--- config.mk ---
export PLATFORM = sky130hd
export DESIGN_NAME = gn2d_ram
export DESIGN_NICKNAME = d
export VERILOG_FILES = /design/src/rtl/gn2d_ram.sv
export SDC_FILE = /design/constraint.sdc
export NUM_CORES = 2
export LEC_CHECK = 0
export ABC_AREA = 1
export BUFFER_PORTS_ARGS = -buffer_cell sky130_fd_sc_hd__buf_2
export CELL_PAD_IN_SITES_DETAIL_PLACEMENT = 1
export CELL_PAD_IN_SITES_GLOBAL_PLACEMENT = 1
export CORE_MARGIN = 1.5
export CORE_UTILIZATION = 55
export DETAILED_ROUTE_END_ITERATION = 7
export PLACE_DENSITY = 0.88
export SLEW_MARGIN = 10
export SYNTH_ARGS = -nofsm -noshare
export SYNTH_HDL_FRONTEND = slang
export SYNTH_SLANG_ARGS = --single-unit
--- constraint.sdc ---
create_clock -name clk -period 3.4 [get_ports clk]
set_input_delay 0.17 -clock clk [delete_from_list [all_inputs] [get_ports clk]]
set_output_delay 0.17 -clock clk [all_outputs]
set_load 0.005 [all_outputs]
--- src/rtl/gn2d_ram.sv ---
// Generic single-port RAM with a registered read port.
// No dependencies.
module gn2d_ram #(
  parameter int WIDTH = 8,
  parameter int DEPTH = 256
) (
  input  logic                     clk,
  input  logic                     we,
  input  logic [$clog2(DEPTH)-1:0] addr,
  input  logic [WIDTH-1:0]         wdata,
  output logic [WIDTH-1:0]         rdata
);

  logic [WIDTH-1:0] mem [DEPTH];

  always_ff @(posedge clk) begin
    if (we) begin
      mem[addr] <= wdata;
    end
    rdata <= mem[addr];
  end

endmodule

==> results summary <==
The flow ran to the end, but the final reports show violations. The checks that failed: DRC. The clock period could shrink to 2.89 ns. The total standard cell area after synthesis came out at 0.0849 mm^2. Leaving out fill and tap cells, the most frequent cells in the layout are nand2_1 (4766), edfxtp_1 (2048), nor2_1 (356). The latest clock arrival within the worst-skew pair is 0.87 ns. For this block, the initial DRC count from the detailed router was 8582. The most common cell after layout, fill and taps aside is nand2_1. The first-pass GRT wire length came out at 452 mm.

The total congestion overflow came out at 0. Global routing used 39.1% of the available tracks. The number of buffers inserted by post-CTS setup repair is 0.

The final-report hold violation count was 0. In the synthesized netlist, the number of instances is 8021. The die footprint is 0.157 mm^2. The number of nets in the layout is 8087. Detailed routing inserted a total of 65.3k vias. The arrival time of the worst setup path came out at 3.63 ns. The standby leakage power came out at 37.7 nW. The Yosys warning count came out at 0. The sequential area share after synthesis came out at 72.7%.

Yosys mapped the design onto 18 distinct sky130hd cell types. The final setup slack of the worst path is 0.515 ns. The die span in x is 396 um. The largest voltage drop on the vdd net came out at 660 uV. The number of clock sinks seen by CTS is 2056. The CTS buffer count came out at 206. The average routed wire per standard cell is 29.9 um.

Setup repair after global routing left no endpoint under its margin. Derived from the worst setup path, the maximum achievable clock frequency is 347 MHz. From synthesis to final layout, the design area changed by 11.8%. The max capacitance violation total came out at 0. The required arrival time at the worst endpoint came out at 4.15 ns. The number of global-route vias before repair is 70.3k. The total I/O pin count came out at 26. The initial antenna violation count is 20.

The layout cell share with drive strength beyond 1 is 6.73%. Timing analysis after detailed placement gives a worst setup slack of 0.307 ns. Setup violations remaining at the end of the flow were counted as 0. The count of standard-cell rows is 143. The max-slew headroom at the worst pin is 24.2%. The number of buffers between clock root and the deepest sink came out at 3. The total area inside the core boundary comes to 0.153 mm^2.

The worst hold path belongs to the class primary input to flip-flop. The root buffer cell chosen for the clock tree is clkbuf_16. The total wire length came out at 308 mm.

The total DRC errors in the routed layout came out at 2. The clock tree from TritonCTS is built. The count of final max-slew check failures is 0. The starting utilization of the core area came out at 55.6%. The number of optimization iterations in the first detailed-route pass came out at 8.

The number of routed nets with antenna violations came out at 0. Clock-pin slew was measured on the worst setup and hold paths at 0.07 ns. The worst slack on hold paths is 0.244 ns. Averaged over all synthesized cells, the footprint is 10.6 um^2.

The clock tree skew after final layout is 0.0291 ns. The post-synthesis net count is 8039. The cell area power density came out at 573 mW/mm^2. By startpoint and endpoint, the worst setup path is classified as flip-flop to flip-flop. In this run the tool buffered the top-level ports with 25 buffer cells. The post-cts resize count came out at 0. After routing, the total negative slack on setup checks comes to 0 ns. The type of destination of the critical path is a flip-flop. From bottom edge to top edge, the die measures 396 um.

Summing internal, switching and leakage power gives 54.4 mW. The last weighted congestion value of the routability-driven placer came out at 0.903. In the finished design, the share of the clock period the worst path needs comes to 84.9%. The number of levels in the clock H-tree came out at 4. The pin count of the biggest net entering global routing came out at 146. The flip-flop and latch count after synthesis came out at 2056.

The vias per cell is 6.36. The wire-length estimate of the detail-placed layout is 169 mm. The maximum fanout count along the critical path came out at 1.

The element type at the critical path start is a flip-flop. The worst register-to-register path has a setup slack of 0.51 ns. The slew at the pin with the worst max-slew slack came out at 1.13 ns.
[cell families (layout without fill, tap and decap cells)]
| kind of cell | Yosys count | in the layout | synth area share, % |
|---|---|---|---|
| compound gates | 192 | 192 | 1.13 |
| buf+inv | 452 | 667 | 2.36 |
| flops | 2056 | 2056 | 72.7 |
| other cells | 0 | 7 | 0 |
| simple gates | 5321 | 5321 | 23.8 |
[registers in the layout (all words and copies together) (netlist names)]
signal  cells
rdata       8
mem      2048
[report_power, final]
| group | switching [mW] | internal, mW | leakage (nW) | total [mW] |
|---|---|---|---|---|
| clock | 10.4 | 12.5 | 3.18 | 22.9 |
| sequential | 0.0605 | 27.9 | 18.5 | 28.0 |
| combinational | 2.79 | 0.741 | 16.1 | 3.53 |
[Yosys cell counts]
master    count  area (um^2)
a21oi_1      32          160
buf_1        52          195
buf_2       182          911
buf_4         6         45.0
buf_6         7         78.8
clkbuf_1    170          638
dfxtp_1       8          160
edfxtp_1   2048        61500
inv_1        31          116
inv_2         2         7.51
inv_4         2         12.5
nand2_1    4770        17900
nand2_4       1         11.3
nand3_1     188          941
nor2_1      361         1360
nor2_8        1         20.0
o21ai_0      41          205
o21ai_1     119          596
[cell type report]
class	count	area (um^2)
Clock inverter	117	1050
Timing Repair Buffer	257	2730
Clock buffer	258	5460
Inverter	35	165
Fill cell	15535	57800
Sequential cell	2056	61700
Multi-Input combinational cell	5513	21200
Antenna cell	7	17.5
Tap cell	2030	2540
[worst paths after layout]
check	from	end	depth (start not counted)
worst min-delay path	addr[7]	rdata[7]	5
worst min register to register	mem[95][3]	rdata[3]	10
worst max register to register	mem[212][0]	rdata[0]	12
worst max-delay path	mem[212][0]	rdata[0]	12
[worst max-delay path, cell delays in order, from the launching register on]
cell and delay, ns:
edfxtp_1 0.44, nand2_1 0.12, nand2_1 0.07, nand2_1 0.07
nand2_1 0.07, nand2_1 0.12, nand2_1 0.12, o21ai_0 0.72
nand2_1 0.23, nor2_1 0.20, nor2_1 0.06, nor2_1 0.42
nand2_1 0.11
[stage by stage]
stage | util (%) | area (um^2) | instances
final | 62.2 | 94900 | 10273
after floorplan | - | 84900 | 8021
after detailed placement | 57.8 | 88200 | 9883
after global routing | 62.1 | 94800 | 10267
after global placement | 57.8 | 88200 | 9883
after CTS | 62.1 | 94800 | 10266
[metal layers]
layer / global-route usage, % / routed length [um]
met5: 0 / 151
met1: 46.0 / 101000
met4: 27.4 / 24300
met3: 9.86 / 35700
met2: 63.2 / 146000
[what timing repair did]
| item | 4_1_cts | 5_1_grt |
|---|---|---|
| setup endpoints to repair | 0 | 0 |
| hold buffers | 8 | 0 |
| hold endpoints to repair | 653 | 0 |
Note: power is estimated with default switching activity, not from simulation.
